==> src/design/echo_request_timeout_tracker_macros.svh <==
// Assertion macros for the echo request timeout tracker.
// Expects clk_i and rst_ni in the scope of each use.
`ifndef ECHO_REQUEST_TIMEOUT_TRACKER_MACROS_SVH
`define ECHO_REQUEST_TIMEOUT_TRACKER_MACROS_SVH

// same-cycle implication
`define ERTT_ASSERT_IMP(lbl, ante, cons) \
  lbl: assert property (@(posedge clk_i) disable iff (!rst_ni) (ante) |-> (cons)) \
    else $error("ertt assertion failed");

// next-cycle implication
`define ERTT_ASSERT_NXT(lbl, ante, cons) \
  lbl: assert property (@(posedge clk_i) disable iff (!rst_ni) (ante) |=> (cons)) \
    else $error("ertt assertion failed");

`endif

==> src/design/ertt_pkg.sv <==
// Types and constants of the echo request timeout tracker.
// Used by the tracker top level; no dependencies.
package ertt_pkg;

  localparam int ENTRIES = 16;
  localparam int MAX_OUT = 16;
  localparam int IDX_W   = (ENTRIES > 1) ? $clog2(ENTRIES) : 1;
  localparam int RANK_W  = IDX_W;
  localparam int CNT_W   = $clog2(ENTRIES + 1);
  localparam int N_W     = $clog2(MAX_OUT + 1);

  localparam logic [23:0] TIMEOUT_RST = 24'd1000;
  localparam logic [24:0] ELAPSED_CAP = 25'd16777216;

  localparam logic [1:0] OP_SEND  = 2'd0;
  localparam logic [1:0] OP_REPLY = 2'd1;
  localparam logic [1:0] OP_TICK  = 2'd2;

  localparam logic [2:0] KIND_SENT      = 3'd0;
  localparam logic [2:0] KIND_MATCH     = 3'd1;
  localparam logic [2:0] KIND_UNMATCHED = 3'd2;
  localparam logic [2:0] KIND_TIMEOUT   = 3'd3;
  localparam logic [2:0] KIND_FULL      = 3'd4;

  typedef struct packed {
    logic [1:0]  opcode;
    logic [31:0] dest_addr;
    logic [15:0] reply_seq;
    logic [7:0]  client_id;
  } ertt_in_t;

  typedef struct packed {
    logic [2:0]  kind;
    logic [7:0]  client_out;
    logic [31:0] addr_out;
    logic [15:0] seq_out;
    logic [24:0] elapsed;
    logic        last;
  } ertt_out_t;

  typedef struct packed {
    logic [31:0] addr;
    logic [15:0] seq;
    logic [7:0]  client;
    logic [31:0] sent_at;
  } ertt_slot_t;

endpackage

==> src/design/ertt_ram.sv <==
// Generic single write port RAM with one registered read port.
// No dependencies.
module ertt_ram #(
  parameter int WIDTH = 8,
  parameter int DEPTH = 16
) (
  input  logic                                        clk_i,
  input  logic                                        we_i,
  input  logic [((DEPTH > 1) ? $clog2(DEPTH) : 1)-1:0] waddr_i,
  input  logic [WIDTH-1:0]                            wdata_i,
  input  logic [((DEPTH > 1) ? $clog2(DEPTH) : 1)-1:0] raddr_i,
  output logic [WIDTH-1:0]                            rdata_o
);

  logic [WIDTH-1:0] mem_q [DEPTH];

  always_ff @(posedge clk_i) begin
    if (we_i) begin
      mem_q[waddr_i] <= wdata_i;
    end
    rdata_o <= mem_q[raddr_i];
  end

endmodule

==> src/design/echo_request_timeout_tracker.sv <==
// Echo request timeout tracker: slot table, scan sequencer, result register.
// Depends on ertt_pkg, ertt_ram and echo_request_timeout_tracker_macros.svh.
//
//  channel | direction | handshake                | payload
//  in      | input     | in_valid_i / in_stall_o   | in_data_i  (ertt_in_t)
//  out     | output    | out_valid_o / out_stall_i | out_data_o (ertt_out_t)
//  cfg     | input     | cfg_we_i                  | cfg_wdata_i (timeout_ticks)
//
// One shared index walks the slot RAM one slot a cycle; a send stops at the first free slot,
// a reply scans every slot and a send to a full table skips the scan.
// A tick scans for the oldest entry and rescans after each expired entry that it removes.
// in_stall_o is high except when idle; a stalled result holds off the next request.
// Reset empties the table at once; no clearing pass.
`include "echo_request_timeout_tracker_macros.svh"

module echo_request_timeout_tracker (
  input  logic                clk_i,
  input  logic                rst_ni,
  input  logic                in_valid_i,
  output logic                in_stall_o,
  input  ertt_pkg::ertt_in_t  in_data_i,
  output logic                out_valid_o,
  input  logic                out_stall_i,
  output ertt_pkg::ertt_out_t out_data_o,
  input  logic                cfg_we_i,
  input  logic [23:0]         cfg_wdata_i
);

  import ertt_pkg::*;

  localparam logic [2:0] S_IDLE  = 3'd0;
  localparam logic [2:0] S_SCAN  = 3'd1;
  localparam logic [2:0] S_EVAL  = 3'd2;
  localparam logic [2:0] S_FLUSH = 3'd3;
  localparam logic [2:0] S_OUT   = 3'd4;

  localparam logic [IDX_W-1:0] IDX_LAST = IDX_W'(ENTRIES - 1);

  logic [2:0]        state_q, state_d, nxt_q, nxt_d;
  ertt_in_t          req_q, req_d;
  logic [23:0]       timeout_q, timeout_d;
  logic [31:0]       now_q, now_d;
  logic [15:0]       seq_q, seq_d;
  logic [ENTRIES-1:0] valid_q, valid_d;
  logic [RANK_W-1:0] rank_q [ENTRIES];
  logic [RANK_W-1:0] rank_d [ENTRIES];
  logic [CNT_W-1:0]  count_q, count_d;
  logic [IDX_W-1:0]  idx_q, idx_d, chk_idx_q, chk_idx_d;
  logic              iss_q, iss_d, chk_vld_q, chk_vld_d;
  logic              best_fnd_q, best_fnd_d;
  logic [IDX_W-1:0]  best_idx_q, best_idx_d;
  logic [RANK_W-1:0] best_rank_q, best_rank_d;
  ertt_slot_t        best_q, best_d;
  logic [N_W-1:0]    n_q, n_d;
  logic              pend_vld_q, pend_vld_d;
  ertt_out_t         pend_q, pend_d, out_q, out_d;

  logic              ram_we;
  ertt_slot_t        ram_wdata, ram_rdata;
  logic              start_scan, rm_en, chk_last, expired;
  logic [31:0]       age;
  logic [24:0]       age_sat;
  logic [RANK_W-1:0] rm_rank;
  ertt_out_t         res;
  logic              tick_beat;

  ertt_ram #(
    .WIDTH($bits(ertt_slot_t)),
    .DEPTH(ENTRIES)
  ) u_slot_ram (
    .clk_i  (clk_i),
    .we_i   (ram_we),
    .waddr_i(chk_idx_q),
    .wdata_i(ram_wdata),
    .raddr_i(idx_q),
    .rdata_o(ram_rdata)
  );

  assign in_stall_o  = (state_q != S_IDLE);
  assign out_valid_o = (state_q == S_OUT);
  assign out_data_o  = out_q;
  assign tick_beat   = (state_q == S_IDLE) && in_valid_i && (in_data_i.opcode == OP_TICK);

  always_comb begin
    state_d     = state_q;
    nxt_d       = nxt_q;
    req_d       = req_q;
    timeout_d   = timeout_q;
    now_d       = now_q;
    seq_d       = seq_q;
    valid_d     = valid_q;
    rank_d      = rank_q;
    count_d     = count_q;
    idx_d       = idx_q;
    iss_d       = iss_q;
    chk_idx_d   = chk_idx_q;
    chk_vld_d   = chk_vld_q;
    best_fnd_d  = best_fnd_q;
    best_idx_d  = best_idx_q;
    best_rank_d = best_rank_q;
    best_d      = best_q;
    n_d         = n_q;
    pend_vld_d  = pend_vld_q;
    pend_d      = pend_q;
    out_d       = out_q;
    ram_we      = 1'b0;
    ram_wdata   = '{addr: req_q.dest_addr, seq: seq_q, client: req_q.client_id,
                    sent_at: now_q};
    start_scan  = 1'b0;
    rm_en       = 1'b0;
    chk_last    = (chk_idx_q == IDX_LAST);
    age         = now_q - best_q.sent_at;
    age_sat     = (age > 32'(ELAPSED_CAP)) ? ELAPSED_CAP : age[24:0];
    expired     = (age > {8'd0, timeout_q});
    rm_rank     = best_rank_q;
    res         = '{kind: KIND_TIMEOUT, client_out: best_q.client, addr_out: best_q.addr,
                    seq_out: best_q.seq, elapsed: age_sat, last: 1'b0};

    if (cfg_we_i) begin
      timeout_d = cfg_wdata_i;
    end

    unique case (state_q)
      S_IDLE: begin
        if (in_valid_i) begin
          req_d = in_data_i;
          case (in_data_i.opcode)
            OP_SEND: begin
              if (count_q == CNT_W'(ENTRIES)) begin
                out_d = '{kind: KIND_FULL, client_out: in_data_i.client_id,
                          addr_out: in_data_i.dest_addr, seq_out: 16'd0,
                          elapsed: 25'd0, last: 1'b1};
                nxt_d   = S_IDLE;
                state_d = S_OUT;
              end else begin
                start_scan = 1'b1;
              end
            end
            OP_REPLY: start_scan = 1'b1;
            OP_TICK: begin
              now_d      = now_q + 32'd1;
              n_d        = '0;
              pend_vld_d = 1'b0;
              start_scan = 1'b1;
            end
            default: ;
          endcase
        end
      end
      S_SCAN: begin
        if (iss_q) begin
          chk_vld_d = 1'b1;
          chk_idx_d = idx_q;
          idx_d     = idx_q + 1'b1;
          iss_d     = (idx_q != IDX_LAST);
        end else begin
          chk_vld_d = 1'b0;
        end
        if (chk_vld_q) begin
          case (req_q.opcode)
            OP_SEND: begin
              if (!valid_q[chk_idx_q]) begin
                ram_we              = 1'b1;
                valid_d[chk_idx_q]  = 1'b1;
                rank_d[chk_idx_q]   = count_q[RANK_W-1:0];
                count_d             = count_q + 1'b1;
                seq_d               = seq_q + 16'd1;
                out_d = '{kind: KIND_SENT, client_out: req_q.client_id,
                          addr_out: req_q.dest_addr, seq_out: seq_q,
                          elapsed: 25'd0, last: 1'b1};
                nxt_d   = S_IDLE;
                state_d = S_OUT;
              end
            end
            OP_REPLY: begin
              if (valid_q[chk_idx_q] && (ram_rdata.addr == req_q.dest_addr) &&
                  (ram_rdata.seq == req_q.reply_seq) &&
                  (!best_fnd_q || (rank_q[chk_idx_q] < best_rank_q))) begin
                best_fnd_d  = 1'b1;
                best_idx_d  = chk_idx_q;
                best_rank_d = rank_q[chk_idx_q];
                best_d      = ram_rdata;
              end
              if (chk_last) begin
                if (best_fnd_d) begin
                  state_d = S_EVAL;
                end else begin
                  out_d = '{kind: KIND_UNMATCHED, client_out: 8'd0,
                            addr_out: req_q.dest_addr, seq_out: req_q.reply_seq,
                            elapsed: 25'd0, last: 1'b1};
                  nxt_d   = S_IDLE;
                  state_d = S_OUT;
                end
              end
            end
            default: begin
              if (valid_q[chk_idx_q] && (rank_q[chk_idx_q] == '0)) begin
                best_idx_d  = chk_idx_q;
                best_rank_d = '0;
                best_d      = ram_rdata;
                state_d     = S_EVAL;
              end else if (chk_last) begin
                state_d = pend_vld_q ? S_FLUSH : S_IDLE;
              end
            end
          endcase
        end
      end
      S_EVAL: begin
        if (req_q.opcode == OP_REPLY) begin
          rm_en = 1'b1;
          out_d = '{kind: KIND_MATCH, client_out: best_q.client, addr_out: best_q.addr,
                    seq_out: best_q.seq, elapsed: age_sat, last: 1'b1};
          nxt_d   = S_IDLE;
          state_d = S_OUT;
        end else if (expired) begin
          rm_en = 1'b1;
          n_d   = n_q + 1'b1;
          if (pend_vld_q) begin
            out_d   = pend_q;
            pend_d  = res;
            nxt_d   = ((n_q + 1'b1) == N_W'(MAX_OUT)) ? S_FLUSH : S_SCAN;
            state_d = S_OUT;
          end else begin
            pend_d     = res;
            pend_vld_d = 1'b1;
            if ((n_q + 1'b1) == N_W'(MAX_OUT)) begin
              state_d = S_FLUSH;
            end else begin
              start_scan = 1'b1;
            end
          end
        end else begin
          state_d = pend_vld_q ? S_FLUSH : S_IDLE;
        end
      end
      S_FLUSH: begin
        out_d      = pend_q;
        out_d.last = 1'b1;
        pend_vld_d = 1'b0;
        nxt_d      = S_IDLE;
        state_d    = S_OUT;
      end
      S_OUT: begin
        if (!out_stall_i) begin
          if (nxt_q == S_SCAN) begin
            start_scan = 1'b1;
          end else begin
            state_d = nxt_q;
          end
        end
      end
      default: state_d = S_IDLE;
    endcase

    if (start_scan) begin
      state_d    = S_SCAN;
      idx_d      = '0;
      iss_d      = 1'b1;
      chk_vld_d  = 1'b0;
      best_fnd_d = 1'b0;
    end

    if (rm_en) begin
      valid_d[best_idx_q] = 1'b0;
      count_d             = count_q - 1'b1;
      for (int i = 0; i < ENTRIES; i++) begin
        if (valid_q[i] && (rank_q[i] > rm_rank)) begin
          rank_d[i] = rank_q[i] - 1'b1;
        end
      end
    end
  end

  always_ff @(posedge clk_i or negedge rst_ni) begin
    if (!rst_ni) begin
      state_q    <= S_IDLE;
      nxt_q      <= S_IDLE;
      timeout_q  <= TIMEOUT_RST;
      now_q      <= '0;
      seq_q      <= '0;
      valid_q    <= '0;
      count_q    <= '0;
      idx_q      <= '0;
      iss_q      <= 1'b0;
      chk_vld_q  <= 1'b0;
      best_fnd_q <= 1'b0;
      n_q        <= '0;
      pend_vld_q <= 1'b0;
    end else begin
      state_q    <= state_d;
      nxt_q      <= nxt_d;
      timeout_q  <= timeout_d;
      now_q      <= now_d;
      seq_q      <= seq_d;
      valid_q    <= valid_d;
      count_q    <= count_d;
      idx_q      <= idx_d;
      iss_q      <= iss_d;
      chk_vld_q  <= chk_vld_d;
      best_fnd_q <= best_fnd_d;
      n_q        <= n_d;
      pend_vld_q <= pend_vld_d;
    end
  end

  always_ff @(posedge clk_i) begin
    req_q       <= req_d;
    rank_q      <= rank_d;
    chk_idx_q   <= chk_idx_d;
    best_idx_q  <= best_idx_d;
    best_rank_q <= best_rank_d;
    best_q      <= best_d;
    pend_q      <= pend_d;
    out_q       <= out_d;
  end

  `ERTT_ASSERT_IMP(a_count_matches_valid, 1'b1, count_q == CNT_W'($countones(valid_q)))
  `ERTT_ASSERT_IMP(a_count_bound, 1'b1, count_q <= CNT_W'(ENTRIES))
  `ERTT_ASSERT_IMP(a_pend_only_tick, pend_vld_q && (state_q != S_IDLE), req_q.opcode == OP_TICK)
  `ERTT_ASSERT_IMP(a_expiry_bound, 1'b1, n_q <= N_W'(MAX_OUT))
  `ERTT_ASSERT_NXT(a_tick_advances, tick_beat, now_q == $past(now_q) + 32'd1)

endmodule
==> config.mk <==
export PLATFORM = sky130hd
export DESIGN_NAME = echo_request_timeout_tracker
export DESIGN_NICKNAME = d
export VERILOG_FILES = /design/src/design/ertt_pkg.sv /design/src/design/ertt_ram.sv /design/src/design/echo_request_timeout_tracker.sv
export VERILOG_INCLUDE_DIRS = /design/src /design/src/design
export SDC_FILE = /design/constraint.sdc
export NUM_CORES = 2
export LEC_CHECK = 0
export BUFFER_PORTS_ARGS = -buffer_cell sky130_fd_sc_hd__buf_2
export CORE_MARGIN = 1
export CORE_UTILIZATION = 45
export CTS_BUF_LIST = sky130_fd_sc_hd__clkbuf_2
export DETAILED_ROUTE_END_ITERATION = 10
export GPL_TIMING_DRIVEN = 1
export SLEW_MARGIN = 20
export SYNTH_ARGS = -nofsm -noshare
export SYNTH_HDL_FRONTEND = slang
export SYNTH_SLANG_ARGS = --single-unit
==> constraint.sdc <==
create_clock -name clk_i -period 17.83 [get_ports clk_i]
set_input_delay 4.4575 -clock clk_i [delete_from_list [all_inputs] [get_ports clk_i]]
set_output_delay 4.4575 -clock clk_i [all_outputs]
set_load 0.03 [all_outputs]
==> results.md <==
- The flow ran to the end, and the final reports show no timing, DRC or antenna violations.
- The overall routed net length is 214 mm.
- Measured against its own limit, the worst slew margin works out to 3.52%.
- The violation count after the first detailed-routing iteration is 4298.
- The number of buffers added to fix hold violations after cts is 0.
- In this run the mean area of a mapped cell was 16.2 sq um.
- The first detailed-routing pass took 5 iterations.
- The net count of the finished layout is 5731.
- In the final timing run, aggregate negative setup slack is 0 ns.
- For this run, the leading register cell type out of synthesis is edfxtp_1.
- The type of the worst setup path is flop to output pin.
- The final hold violation count is 0.
- The TritonCTS buffer count is 491.
- Between clock sinks in the finished design, the worst skew comes to 0.249 ns.
- The initial core utilization is 45.3%.
- Setup repair after global routing left no endpoint under its margin.
- The count of endpoints failing setup in the final report is 0.
- After legalization and detailed placement, the total HPWL measured 117 mm.
- Yosys mapped a number of flops with a built-in enable equal to 1732.
- The largest driver fanout on the critical path is 9.
- The number of antenna violations at the first check in global routing came to 5.
- The count of nets left with antenna violations once routing finished came out at 0.
- Entering global routing, the biggest net connects 132 pins.
- Using the TritonRoute via totals, the vias-per-cell ratio works out to 5.74.
- In this run the worst hold path is classified as flop to flop.
- The number of I/O port buffers is 173.
- The register bit count reported by yosys is 1995.
- For this design the static power due to leakage is 31.9 nW.
- The weighted congestion reported at the end of routability-driven placement is 0.871.
- In the synthesized netlist, the cells that appear most often are edfxtp_1 (1732), nand2_1 (341), o21ai_0 (312), mux2i_1 (267), a21oi_1 (208).
- The final critical path takes up 42.3% of the cycle.
- Sequential cells were found to cover 71.7% of the synthesized design area.
- The longest clock path from root to sink contains 4 buffers.
- Cells with a size suffix above 1 make up 23.4% of the layout.
- The routed layout has 47373 vias.
- The first global-routing pass estimated 313 mm of wire.
- Summed over its instances, the top area cell type makes up 64.5% of the synthesized netlist area.
- The floorplan step set the die width to 425 um.
- After floorplanning, the core was divided into 155 placement rows.
- Across the VDD grid, the largest voltage drop is 0.0776 mV.
- The total clock sinks is 1995.
- The worst setup path is captured at an output pin.
- Among all stages on the critical path, the largest delay is contributed by dfrtp_1.
- After clock tree synthesis, the clock-pin slew on the worst setup and hold paths is 0.10 ns.
- The die covers 181000 sq um.
- The nature of the critical path startpoint is a flop.
- The number of top-level design ports is 174.
- The biggest area consumer among synthesized cells is edfxtp_1.
- The remaining routing DRC violations is 0.
- The area of all placed cells without fillers is 88900 sq um.
- The max-slew violation count is 0.
- The placed instances occupy a cell area of 84400 sq um.
- The number of instances in the synthesized netlist is 4977.
- The number of global-route vias before repair is 47627.
- The Yosys step of the flow raised 0 warnings.
- Based on the critical path, the design can be clocked at up to 132 MHz.
- Global routing used 23.6% of the available tracks.
- The longest individual stage delay on the worst path is 0.50 ns.
- The worst path setup slack after routing is 10.28 ns.
- The routed design could run at a clock period as short as 7.55 ns.
- The data required time at the worst endpoint is 13.37 ns.
- The floorplan step defined a core boundary enclosing 178000 sq um.
- In the post-synthesis netlist, the cell with the most instances is edfxtp_1.
- From bottom edge to top edge, the die measures 425 um.
- The CTS tree is built.
- The clock insertion delay at the later pin of the skew report is 1.91 ns.
- After synthesis, the cell types taking the most area are edfxtp_1 (64%), mux4_2 (5.5%), dfxtp_1 (3.8%), mux2i_1 (3.3%), dfrtp_1 (3.3%).
- The leftover overflow at the end of global routing is 0.
- In this run the clock root is driven by a clkbuf_2.
- The share of synthesized flip-flops with an asynchronous set or reset is 5.56%.
- The post-placement setup slack is 10.07 ns.
- The post-cts sizing count is 0.
- The transition time of the tightest slew-check pin is 1.45 ns.
- Traced cell by cell, the critical path runs through nor2_1, and2_1, buf_2.
- The arrival time reported for the critical path endpoint is 3.09 ns.
- The clock tree synthesis step divided the H-tree into 5 levels.
- Cells fill 49.9% of the core in the end.
- The number of setup buffers added after CTS is 0.
- The detailed-route wire length per cell is 25.9 um.
- The synthesized net count is 5215.
- Across the run, the number of max-cap violations was 0.
- The post-synthesis instance area is 80600 sq um.
- The area growth from synthesis to layout is 10.3%.
- The distinct cell type count after synthesis is 80.
- In this run the power density over the cells is 132 nW/um^2.
-- where the power goes --
group / switching (W) / total [W] / leakage (nW) / internal, W
logic: 0.00160 / 0.00264 / 9.77 / 0.00104
registers: 0.000470 / 0.00605 / 18.6 / 0.00558
clock network: 0.00183 / 0.00302 / 3.47 / 0.00119
-- metal layers --
layer | vias to the layer above | routed length (um) | GRT usage, %
met5 | - | 26 | 0
met4 | 4 | 4770 | 7.51
met3 | 315 | 13000 | 4.04
met2 | 1732 | 106000 | 39.0
met1 | 24400 | 90500 | 31.6
li1 | 20922 | - | -
-- metrics by stage --
step / power, W / cells / hold slack, ns
2_1_floorplan: 0.00784 / 4977 / 0.386
3_3_place_gp: 0.00879 / 7353 / 0.389
3_5_place_dp: 0.00882 / 7355 / 0.389
4_1_cts: 0.0118 / 8256 / 0.359
5_1_grt: 0.0123 / 8259 / 0.343
6_report: 0.0117 / 8259 / 0.328
-- final cells by class --
class | count | area [sq um]
multi-input combinational | 2610 | 21500
inverter | 137 | 519
fill | 15039 | 89300
clock buffer | 749 | 3750
antenna | 3 | 7.51
sequential | 1995 | 57900
clock inverter | 152 | 726
tap | 2355 | 2950
timing repair buffer | 258 | 1580
-- critical path: cells and delay by family (launching register included) --
kind,cells,cell delay (ns)
buffers and inverters,1,0.24
and+or+nand+nor,2,0.67
DFF,1,0.50
-- logic make-up (layout without fill, tap and decap cells) --
logic type | after synthesis | in the layout | synth area share (%)
adders and majority gates | 151 | 151 | 2.36
DFF | 1995 | 1995 | 71.7
AOI/OAI and AO/OA | 959 | 959 | 7.69
other | 0 | 3 | 0
and+or+nand+nor | 789 | 789 | 4.59
muxes | 558 | 558 | 10.2
xor gates and xnor gates | 153 | 153 | 1.66
buffers and inverters | 372 | 1296 | 1.78
-- placed cells by master (no fill, tap or decap), types with 9 or more instances in the layout --
cell         n
edfxtp_1  1732
clkbuf_2   749
nand2_1    339
o21ai_0    311
mux2i_1    267
a21oi_1    208
mux4_2     197
buf_2      172
dfxtp_1    152
ha_1       149
inv_1      134
nor2_1     132
xnor2_1    129
clkinv_1   125
a221oi_1   123
a22oi_1    105
dfrtp_1    101
mux2_2      90
buf_4       79
nor3_1      54
nand4_1     50
a21o_1      48
nand3_1     44
nor2b_1     34
a221o_1     31
nand2b_1    26
a22o_1      25
xor2_1      24
o211ai_1    17
nor2_4      15
clkinv_2    15
and3_1      14
and2_1      14
or3_1       14
nand3b_1    13
o21a_1      11
o31ai_1      9
-- path summary, 6_finish.rpt --
kind                       slack [ns]                   start  cells past startpoint     endpoint
max in group asynchronous       13.74                  rst_ni                      2     idx_q[0]
max                             10.28              state_q[0]                      3  out_valid_o
min reg2reg                      0.33  u_slot_ram.rdata_o[17]                      0   best_q[17]
min in group asynchronous        2.53                  rst_ni                      1     seq_q[2]
max reg2reg                     10.59                now_q[0]                     26   count_q[4]
min                              0.33  u_slot_ram.rdata_o[17]                      0   best_q[17]
-- sequential cells by signal, indices dropped and copies added, names as in the netlist, 16 cells and up --
name	flops
best_q	88
timeout_q	24
rank_q	64
ram_wdata	40
seq_q	16
req_q	18
out_data_o	85
now_q	32
u_slot_ram.mem_q	1408
u_slot_ram.rdata_o	88
valid_q	16
pend_q	81
Power figures use the tool's default switching activity.
